File: config.mk
export PLATFORM = sky130hd
export DESIGN_NAME = ocp_track
export DESIGN_NICKNAME = d
export VERILOG_FILES = /design/src/rtl/ocp_pkg.sv /design/src/rtl/ocp_track.sv
export SDC_FILE = /design/constraint.sdc
export NUM_CORES = 2
export LEC_CHECK = 0
export BUFFER_PORTS_ARGS = -buffer_cell sky130_fd_sc_hd__buf_4
export CORE_ASPECT_RATIO = 1.75
export CORE_UTILIZATION = 31
export CTS_BUF_LIST = sky130_fd_sc_hd__clkbuf_2
export DETAILED_ROUTE_END_ITERATION = 10
export PLACE_DENSITY_LB_ADDON = 0.25
export REMOVE_ABC_BUFFERS = 1
export SYNTH_ARGS = -nofsm -noshare
export SYNTH_HDL_FRONTEND = slang
export SYNTH_SLANG_ARGS = --single-unit
File: constraint.sdc
create_clock -name clk -period 14.5 [get_ports clk]
set_clock_uncertainty 0.2 [all_clocks]
set_input_delay 1.45 -clock clk [delete_from_list [all_inputs] [get_ports clk]]
set_output_delay 1.45 -clock clk [all_outputs]
set_load 0.01 [all_outputs]
File: src/rtl/ocp_pkg.sv
// Shared types and constants for the outline point to cubic path converter.
// Depends on nothing; every other file in rtl/ refers to it by scoped names.
`default_nettype none

package ocp_pkg;

	localparam int COORD_WIDTH = 24;
	// 2*c + p needs two extra bits, its magnitude one
	localparam int NUM_WIDTH = COORD_WIDTH + 2;
	localparam int MAG_WIDTH = COORD_WIDTH + 1;

	// floor(m/3) = (m * DIV_MUL) >> DIV_SHIFT, exact while 2*m < 2**DIV_SHIFT
	localparam int DIV_SHIFT = COORD_WIDTH + 2 + (COORD_WIDTH % 2);
	localparam logic [63:0] DIV_MUL_FULL = ((64'd1 << DIV_SHIFT) + 64'd2) / 64'd3;
	localparam logic [DIV_SHIFT-2:0] DIV_MUL = DIV_MUL_FULL[DIV_SHIFT-2:0];

	localparam logic [1:0] CMD_MOVE  = 2'd0;
	localparam logic [1:0] CMD_LINE  = 2'd1;
	localparam logic [1:0] CMD_CUBIC = 2'd2;
	localparam logic [1:0] CMD_CLOSE = 2'd3;

	// point kinds; bit 0 set means on-curve
	localparam logic [1:0] KIND_QUAD  = 2'd0;
	localparam logic [1:0] KIND_CUBIC = 2'd2;

	// pending point count, pen included
	localparam logic [1:0] PEND_PEN = 2'd1;
	localparam logic [1:0] PEND_ONE = 2'd2;
	localparam logic [1:0] PEND_TWO = 2'd3;

	typedef logic signed [COORD_WIDTH-1:0] coord_t;

	// one output coordinate: either c itself or trunc((2c + p) / 3)
	typedef struct packed {
		logic   div;
		coord_t c;
		coord_t p;
	} slot_t;

	typedef struct packed {
		logic [1:0] cmd;
		slot_t      ax;
		slot_t      ay;
		slot_t      bx;
		slot_t      by;
		coord_t     ex;
		coord_t     ey;
	} res_desc_t;

	typedef struct packed {
		res_desc_t  r0;
		res_desc_t  r1;
		logic [1:0] num;
	} item_desc_t;

	// sign and magnitude of a numerator, ready for the divide
	typedef struct packed {
		logic                 div;
		logic                 neg;
		logic [MAG_WIDTH-1:0] mag;
	} part_t;

	typedef struct packed {
		logic [1:0] cmd;
		part_t      ax;
		part_t      ay;
		part_t      bx;
		part_t      by;
		coord_t     ex;
		coord_t     ey;
	} res_part_t;

	typedef struct packed {
		logic [1:0] cmd;
		coord_t     ax;
		coord_t     ay;
		coord_t     bx;
		coord_t     by;
		coord_t     ex;
		coord_t     ey;
	} res_t;

endpackage

`default_nettype wire

File: src/rtl/ocp_track.sv
// Input register, contour state and the per-point result descriptor stage.
// Depends on ocp_pkg for coordinate, slot and descriptor types.
`default_nettype none

module ocp_track (
	input  wire                           clk,
	input  wire                           arst_n,
	input  wire                           in_valid,
	output logic                          in_ready,
	input  wire  [ocp_pkg::COORD_WIDTH-1:0] pt_x,
	input  wire  [ocp_pkg::COORD_WIDTH-1:0] pt_y,
	input  wire  [1:0]                    point_kind,
	input  wire                           contour_first,
	input  wire                           contour_last,
	input  wire  [ocp_pkg::COORD_WIDTH-1:0] wrap_x,
	input  wire  [ocp_pkg::COORD_WIDTH-1:0] wrap_y,
	output logic                          desc_valid,
	output ocp_pkg::item_desc_t           desc,
	input  wire                           desc_ready
);

	function automatic ocp_pkg::coord_t negc(ocp_pkg::coord_t v);
		return ~v + ocp_pkg::coord_t'(1);
	endfunction

	function automatic ocp_pkg::coord_t half_trunc(ocp_pkg::coord_t a, ocp_pkg::coord_t b);
		logic [ocp_pkg::COORD_WIDTH:0] s;
		logic [ocp_pkg::COORD_WIDTH:0] t;
		s = {a[ocp_pkg::COORD_WIDTH-1], a} + {b[ocp_pkg::COORD_WIDTH-1], b};
		// bias a negative sum by one so the shift rounds toward zero
		t = s + {{ocp_pkg::COORD_WIDTH{1'b0}}, s[ocp_pkg::COORD_WIDTH]};
		return t[ocp_pkg::COORD_WIDTH:1];
	endfunction

	function automatic ocp_pkg::coord_t half_floor(ocp_pkg::coord_t a, ocp_pkg::coord_t b);
		logic [ocp_pkg::COORD_WIDTH:0] s;
		s = {a[ocp_pkg::COORD_WIDTH-1], a} + {b[ocp_pkg::COORD_WIDTH-1], b};
		return s[ocp_pkg::COORD_WIDTH:1];
	endfunction

	function automatic ocp_pkg::slot_t direct(ocp_pkg::coord_t v);
		ocp_pkg::slot_t s;
		s.div = 1'b0;
		s.c   = v;
		s.p   = '0;
		return s;
	endfunction

	function automatic ocp_pkg::slot_t third(ocp_pkg::coord_t c, ocp_pkg::coord_t p);
		ocp_pkg::slot_t s;
		s.div = 1'b1;
		s.c   = c;
		s.p   = p;
		return s;
	endfunction

	function automatic ocp_pkg::res_desc_t mk_res(logic [1:0] cmd,
		ocp_pkg::slot_t ax, ocp_pkg::slot_t ay, ocp_pkg::slot_t bx, ocp_pkg::slot_t by,
		ocp_pkg::coord_t ex, ocp_pkg::coord_t ey);
		ocp_pkg::res_desc_t r;
		r.cmd = cmd;
		r.ax  = ax;
		r.ay  = ay;
		r.bx  = bx;
		r.by  = by;
		r.ex  = ex;
		r.ey  = ey;
		return r;
	endfunction

	ocp_pkg::coord_t x_s1, y_s1, wx_s1, wy_s1;
	logic [1:0]      kind_s1;
	logic            first_s1, last_s1, valid_s1;

	ocp_pkg::coord_t p0x_q, p0y_q, p1x_q, p1y_q, p2x_q, p2y_q;
	ocp_pkg::coord_t start_x_q, start_y_q;
	logic [1:0]      cnt_q;

	ocp_pkg::coord_t ny, nwy;
	ocp_pkg::coord_t n0x, n0y, n1x, n1y, n2x, n2y, sx_n, sy_n;
	ocp_pkg::coord_t mid_x, mid_y, qx, qy;
	logic [1:0]      cnt_n;
	ocp_pkg::res_desc_t body_res, end_res, blank;
	logic            body_n, end_n;
	ocp_pkg::item_desc_t desc_n;
	logic            adv2, mv1;

	assign adv2     = !desc_valid || desc_ready;
	assign mv1      = valid_s1 && adv2;
	assign in_ready = !valid_s1 || adv2;

	always_comb begin
		blank = mk_res(ocp_pkg::CMD_CLOSE, direct('0), direct('0), direct('0), direct('0),
			'0, '0);
		ny    = negc(y_s1);
		nwy   = negc(wy_s1);
		n0x   = p0x_q;
		n0y   = p0y_q;
		n1x   = p1x_q;
		n1y   = p1y_q;
		n2x   = p2x_q;
		n2y   = p2y_q;
		sx_n  = start_x_q;
		sy_n  = start_y_q;
		cnt_n = cnt_q;
		mid_x = '0;
		mid_y = '0;
		qx    = x_s1;
		qy    = ny;
		body_res = blank;
		body_n   = 1'b0;
		end_res  = blank;
		end_n    = 1'b0;

		if (first_s1) begin
			if (kind_s1[0]) begin
				sx_n = x_s1;
				sy_n = ny;
			end else begin
				// off-curve opener: start halfway to the contour's last point
				sx_n = half_floor(x_s1, wx_s1);
				sy_n = half_floor(ny, nwy);
			end
			body_res = mk_res(ocp_pkg::CMD_MOVE, direct(sx_n), direct(sy_n),
				direct('0), direct('0), '0, '0);
			body_n = 1'b1;
			n0x    = sx_n;
			n0y    = sy_n;
			cnt_n  = ocp_pkg::PEND_PEN;
		end else if (kind_s1[0]) begin
			case (cnt_q)
				ocp_pkg::PEND_ONE: begin
					body_res = mk_res(ocp_pkg::CMD_CUBIC, third(p1x_q, p0x_q),
						third(p1y_q, p0y_q), third(p1x_q, x_s1), third(p1y_q, ny),
						x_s1, ny);
				end
				ocp_pkg::PEND_TWO: begin
					body_res = mk_res(ocp_pkg::CMD_CUBIC, direct(p1x_q), direct(p1y_q),
						direct(p2x_q), direct(p2y_q), x_s1, ny);
				end
				default: begin
					body_res = mk_res(ocp_pkg::CMD_LINE, direct(x_s1), direct(ny),
						direct('0), direct('0), '0, '0);
				end
			endcase
			body_n = 1'b1;
			n0x    = x_s1;
			n0y    = ny;
			cnt_n  = ocp_pkg::PEND_PEN;
		end else if (kind_s1 == ocp_pkg::KIND_CUBIC) begin
			case (cnt_q)
				ocp_pkg::PEND_TWO: begin
					// third cubic control: end on the midpoint, keep the new one
					mid_x = half_trunc(x_s1, p2x_q);
					mid_y = half_trunc(ny, p2y_q);
					body_res = mk_res(ocp_pkg::CMD_CUBIC, direct(p1x_q), direct(p1y_q),
						direct(p2x_q), direct(p2y_q), mid_x, mid_y);
					body_n = 1'b1;
					n0x    = mid_x;
					n0y    = mid_y;
					n1x    = x_s1;
					n1y    = ny;
					cnt_n  = ocp_pkg::PEND_ONE;
				end
				ocp_pkg::PEND_ONE: begin
					n2x   = x_s1;
					n2y   = ny;
					cnt_n = ocp_pkg::PEND_TWO;
				end
				default: begin
					n1x   = x_s1;
					n1y   = ny;
					cnt_n = ocp_pkg::PEND_ONE;
				end
			endcase
		end else if (cnt_q == ocp_pkg::PEND_ONE || cnt_q == ocp_pkg::PEND_TWO) begin
			// quadratic pair: the held second control wins over the new point
			if (cnt_q == ocp_pkg::PEND_TWO) begin
				qx = p2x_q;
				qy = p2y_q;
			end
			mid_x = half_trunc(p1x_q, qx);
			mid_y = half_trunc(p1y_q, qy);
			body_res = mk_res(ocp_pkg::CMD_CUBIC, third(p1x_q, p0x_q), third(p1y_q, p0y_q),
				third(p1x_q, mid_x), third(p1y_q, mid_y), mid_x, mid_y);
			body_n = 1'b1;
			n0x    = mid_x;
			n0y    = mid_y;
			n1x    = x_s1;
			n1y    = ny;
			cnt_n  = ocp_pkg::PEND_ONE;
		end else begin
			n1x   = x_s1;
			n1y   = ny;
			cnt_n = ocp_pkg::PEND_ONE;
		end

		if (last_s1) begin
			case (cnt_n)
				ocp_pkg::PEND_ONE: begin
					end_res = mk_res(ocp_pkg::CMD_CUBIC, third(n1x, n0x), third(n1y, n0y),
						third(n1x, sx_n), third(n1y, sy_n), sx_n, sy_n);
					n0x = sx_n;
					n0y = sy_n;
				end
				ocp_pkg::PEND_TWO: begin
					end_res = mk_res(ocp_pkg::CMD_CUBIC, direct(n1x), direct(n1y),
						direct(n2x), direct(n2y), sx_n, sy_n);
					n0x = sx_n;
					n0y = sy_n;
				end
				default: begin
					// plain close: hold the pen where it is
					end_res = blank;
				end
			endcase
			end_n = 1'b1;
			cnt_n = ocp_pkg::PEND_PEN;
		end

		if (body_n) begin
			desc_n.r0 = body_res;
			desc_n.r1 = end_res;
		end else begin
			desc_n.r0 = end_res;
			desc_n.r1 = blank;
		end
		desc_n.num = {1'b0, body_n} + {1'b0, end_n};
	end

	always_ff @(posedge clk or negedge arst_n) begin
		if (!arst_n) begin
			valid_s1   <= 1'b0;
			desc_valid <= 1'b0;
			cnt_q      <= ocp_pkg::PEND_PEN;
			p0x_q      <= '0;
			p0y_q      <= '0;
			p1x_q      <= '0;
			p1y_q      <= '0;
			p2x_q      <= '0;
			p2y_q      <= '0;
			start_x_q  <= '0;
			start_y_q  <= '0;
		end else begin
			if (in_ready) begin
				valid_s1 <= in_valid;
			end
			if (adv2) begin
				desc_valid <= valid_s1;
			end
			if (mv1) begin
				cnt_q     <= cnt_n;
				p0x_q     <= n0x;
				p0y_q     <= n0y;
				p1x_q     <= n1x;
				p1y_q     <= n1y;
				p2x_q     <= n2x;
				p2y_q     <= n2y;
				start_x_q <= sx_n;
				start_y_q <= sy_n;
			end
		end
	end

	always_ff @(posedge clk) begin
		if (in_valid && in_ready) begin
			x_s1     <= pt_x;
			y_s1     <= pt_y;
			kind_s1  <= point_kind;
			first_s1 <= contour_first;
			last_s1  <= contour_last;
			wx_s1    <= wrap_x;
			wy_s1    <= wrap_y;
		end
		if (mv1) begin
			desc <= desc_n;
		end
	end

endmodule

`default_nettype wire

# After elaboration in Yosys (flattened, before gate mapping)
# Cells that the tools add are included.
totals:
  regBits: 790
  input_bits: 104
op_classes:
  n_addsub: 13
  n_eq_ne: 5
  n_mux: 64
  bitwise_logic: 2
  n_reduce_logical: 8
op_table:
  columns: ["operator", "count"]
  rows:
  - ["two-way mux 24 bit", 44]
  - ["two-way mux 246 bit", 3]
  - ["two-way mux 245 bit", 3]
  - ["two-way mux 492 bit", 1]
  - ["one-hot mux 246 bit (2 select lines)", 1]
  - ["one-hot mux 245 bit (2 select lines)", 1]
  - ["adder 24 x 24 -> 25 bit", 6]
  - ["adder 25 x 1 -> 25 bit", 4]
  - ["adder 24 x 2 -> 24 bit, second input constant", 2]
  - ["inverter 24 bit", 2]
  - ["equality test 2 bit, second input constant", 5]
  - ["two-way mux 2 bit", 4]
  - ["two-way mux 1 bit", 7]
  - ["logical OR 1 bit", 3]
  - ["adder 1 x 1 -> 2 bit", 1]
  - ["logical AND 1 bit", 2]
  - ["logical NOT 1 bit", 2]
  - ["OR reduction 2 bit", 1]

# Logic depth before layout (Yosys ltp)
depth:
  ltp_word: 16
  ltp_mapped: 28
  depth_no_buf: 26

# Worst setup path before layout
# OpenSTA, ideal clock, no wires.
synth_path:
  kind: "input to register"
  startpoint: "input desc_ready"
  endpoint: "register cnt_q[0]"
  t_arrival_ns: 16.716
  required_time_ns: 14.073
  setup_slack_ns: -2.643
  path_stages: 7
  cell_sequence: "nand2b_1 > nand2_1 > clkinv_1 > clkbuf_1 > clkbuf_1 > o21ai_0 > o21ai_0"
synth_via:
  elab_chain_cells: 2
synth_lines:
  columns: ["item", "line", "text"]
  rows:
  - ["from (decl)", "ocp_track.sv:19", "input wire desc_ready"]
  - ["logical OR 1 bit", "ocp_track.sv:88", "assign adv2 = !desc_valid || desc_ready;"]
  - ["logical AND 1 bit", "ocp_track.sv:89", "assign mv1 = valid_s1 && adv2;"]
  - ["via mv1", "ocp_track.sv:86", "logic adv2, mv1;"]
  - ["to (signal assigned)", "ocp_track.sv:235", "cnt_q <= ocp_pkg::PEND_PEN;"]
  - ["to (signal assigned)", "ocp_track.sv:252", "cnt_q <= cnt_n;"]
  - ["to (decl)", "ocp_track.sv:77", "logic [1:0] cnt_q;"]
# The timed path passes the listed nets, and every way through them passes these cells.
# A chain may end at the register's enable or synchronous reset.

==> out/qor.yml <==
cts:
  clk_latency_ns: 1.78
  cts.path.max_buffers: 3
  root_buffer: "clkbuf_2"
  htreeDepth: 4
  cts_inserted_buffers: 189
  clkSinkCount: 783
  clk_pin_slew_ns: 0.12
  tritoncts: "done"
hold_path:
  hp-class: "in2reg"
  holdPathStages: 2
  hold_path_end: "wx_s1[8]"
  min_from: "wrap_x[8]"
timing:
  worst_pin_slew_ns: 1.40
  finalSetupViolCount: 0
  final_hold_viol_count: 0
  post-route-period-util_pct: 61.3
  max_freq_mhz: 112
  rsz0062_at_grt: "false"
  slew_headroom_pct: 4.28
  fin_crit_ns: 8.89
  layout_setup_ws_ns: 5.61
  maxSlewViolCount: 0
synthesis:
  async_reset_ff_share_pct: 25.0
  yosys.cell_types.count: 100
  syn-cell-area_mm2: 0.0455
  ys.flop_type: "edfxtp_1"
  ys_ff_latch: 783
  synth_cells: 4617
  avgSynthCellArea_um2: 9.86
  synth_edf_count: 587
  ys_seq_area_share_pct: 49.5
  synth_warnings: 0
routing:
  drc: 0
  routed_wl_mm: 240
  drtAntennaViolNets: 0
  first_pass_iters: 10
  via_per_inst: 5.87
  wl_per_cell_um: 32.4
  first_iter_violations: 4771
  route.vias.total: 43400
global_routing:
  grt_start_max_net_pins: 93
  grt.total_usage_pct: 31.4
  grt_pass1_vias: 43300
  grt_overflow: 0
  antenna_found_initial: 13
  grt_pass1_wl_mm: 327
die:
  ios: 600
  die_area_mm2: 0.148
  num_rows: 185
  core-area_mm2: 0.145
  die_w_um: 292
  die_y_um: 509
  start_util_pct: 31.3
power_and_ir_drop:
  p_leak_nw: 22.5
  ir_worst_vdd_mv: 0.0628
  power_density_mw_per_mm2: 126
placement:
  pre_cts_slack_ns: 5.52
  placed_area_mm2: 0.0524
  gp_congestion: 0.997
  place_hpwl_mm: 173
  portBuffers: 598
worst_setup_path:
  max_stage_delay_ns: 0.77
  cp_max_fo: 11
  required_ns: 15.73
  critPathLaunchType: "flop"
  crit_chain: "inv_1, ha_1, nand4b_1, or3_1, nor3b_1, nand2_1, xnor2_1, inv_1, ha_1, or3_1, a211oi_1, nand3_1, and2_1, nor2_1, ha_1, nand2_1, nor3_1, nand4_1, nor3b_1, xor2_1, a221oi_2, a21oi_1, o21ai_0"
  rr_worst_depth: 23
  crit_family: "simple AND/OR/NAND/NOR gates"
  worst_path_max_delay_cell: "nor3b_1"
  r2r_start: "y_s1[0]"
  endpoint_kind: "flop"
  r2r_setup_slack_ns: 5.61
  path_buf_inv: 2
  r2r_end: "desc[413]"
  critical_path_class: "reg2reg"
  cpMostUsedCell: "ha_1"
  cp.arrival_ns: 10.12
finish:
  fin_nets: 5626
  largest_reg_flops: 487
  n_fill_cell: 14800
  regMostFlops: "desc"
  final_area_mm2: 0.0555
  drive_gt1_share_pct: 22.5
  syn_to_final_growth_pct: 21.9
  ff_latch_area_mm2: 0.0225
  multi_input_area_mm2: 0.0217
flow_run:
  maxCapViolCount: 0
outcome:
  status: "finished, final reports clean"
synth_stat cells, types with 10 or more instances:
cell type / instances / area [µm²]
nand2_1: 621 / 2330
o31ai_1: 16 / 120
inv_1: 90 / 338
a31oi_1: 30 / 188
o21ai_0: 365 / 1830
mux2i_1: 17 / 170
a21o_1: 63 / 473
or3_1: 27 / 169
o21a_1: 34 / 255
o211ai_1: 47 / 353
or2_2: 13 / 81.3
a21boi_0: 19 / 143
dfrtp_1: 195 / 4880
a211o_1: 18 / 158
clkbuf_1: 240 / 901
nor4_1: 28 / 175
a22oi_1: 58 / 435
nor2b_1: 21 / 131
buf_2: 15 / 75.1
and2_1: 61 / 382
nor3b_1: 15 / 113
a22o_1: 32 / 280
xnor2_1: 136 / 1190
o22ai_1: 115 / 719
a221oi_1: 11 / 96.3
nand3_1: 94 / 470
a221o_1: 21 / 210
nand4_1: 50 / 313
mux2_2: 97 / 1090
o221ai_1: 26 / 228
nor2_1: 428 / 1610
and3_1: 42 / 263
a211oi_1: 29 / 218
o21bai_1: 15 / 113
nor3_1: 86 / 430
buf_1: 26 / 97.6
a2111oi_0: 10 / 87.6
ha_1: 158 / 1980
nand2b_1: 27 / 169
xor2_1: 84 / 736
edfxtp_1: 587 / 17600
a21oi_1: 305 / 1530
a222oi_1: 46 / 460
cells by family after synthesis:
group / Yosys count / share of synthesized area [%]
AOI/OAI and AO/OA: 1380 / 19.9
xor gates and xnor gates: 220 / 4.23
adders and majority gates: 164 / 4.61
buffers and inverters: 383 / 3.27
DFF: 783 / 49.5
muxes: 114 / 2.77
other: 1 / 0.00824
and+or+nand+nor: 1572 / 15.7
layout by cell type, fill, tap and decap left out, types with 115 or more instances in the layout:
master	n
a21oi_1	303
buf_4	718
clkbuf_2	295
dfrtp_1	194
dlygate4sd3_1	117
edfxtp_1	587
ha_1	158
nand2_1	612
nor2_1	410
o21ai_0	365
o22ai_1	115
xnor2_1	136
cell type report:
type | count | area share (%)
antenna | 4 | 0.0180
clock inverter | 62 | 0.753
timing repair buffer | 839 | 11.9
inverter | 94 | 0.652
multi-input combinational | 3451 | 39.2
tap | 1870 | 4.22
clock buffer | 295 | 2.66
sequential | 783 | 40.6
worst max path at each step:
stage,start,end,slack (ns),depth (start not counted)
after floorplan,desc_ready,p2x_q[0],-5.48,5
after global placement,y_s1[3],desc[411],4.63,24
after detailed placement,y_s1[0],desc[411],5.52,23
after CTS,y_s1[0],desc[411],5.47,23
after global routing,y_s1[0],desc[413],5.41,24
final,y_s1[0],desc[413],5.61,23
repair_timing:
item	in CTS	in global routing
endpoints found under the hold margin	169	0
endpoints found under the setup margin	0	0
gates resized for setup	0	0
buffers inserted	0	0
hold buffers	118	0
per-layer routing:
| metal | wire length [µm] | global-route usage, % | share of wire (%) |
|---|---|---|---|
| met2 | 120000 | 55.4 | 50 |
| met1 | 85100 | 34.2 | 36 |
| met3 | 15800 | 4.87 | 6.6 |
| met4 | 18600 | 22.6 | 7.8 |
| met5 | 51 | 0 | 0.021 |
power breakdown:
group	switching, mW	internal, mW	leakage [nW]
clock	1.02	0.640	1.44
combinational	1.59	0.809	12.8
sequential	0.230	2.69	8.28
total	2.83	4.14	22.5
through the flow:
stage                     instances  setup TNS, ns  utilization [%]  power [mW]  hold WS (ns)
after CTS                      7394              0             38.2        6.99       0.00234
final                          7398              0             38.2        6.97         0.235
after global routing           7397              0             38.2        7.26         0.130
after detailed placement       6919              0             36.0        5.29         0.270
after global placement         6918              0             36.0        5.28         0.263
after floorplan                4328       -1815.75                -        4.26         0.250
(Power assumes the default switching activity.)
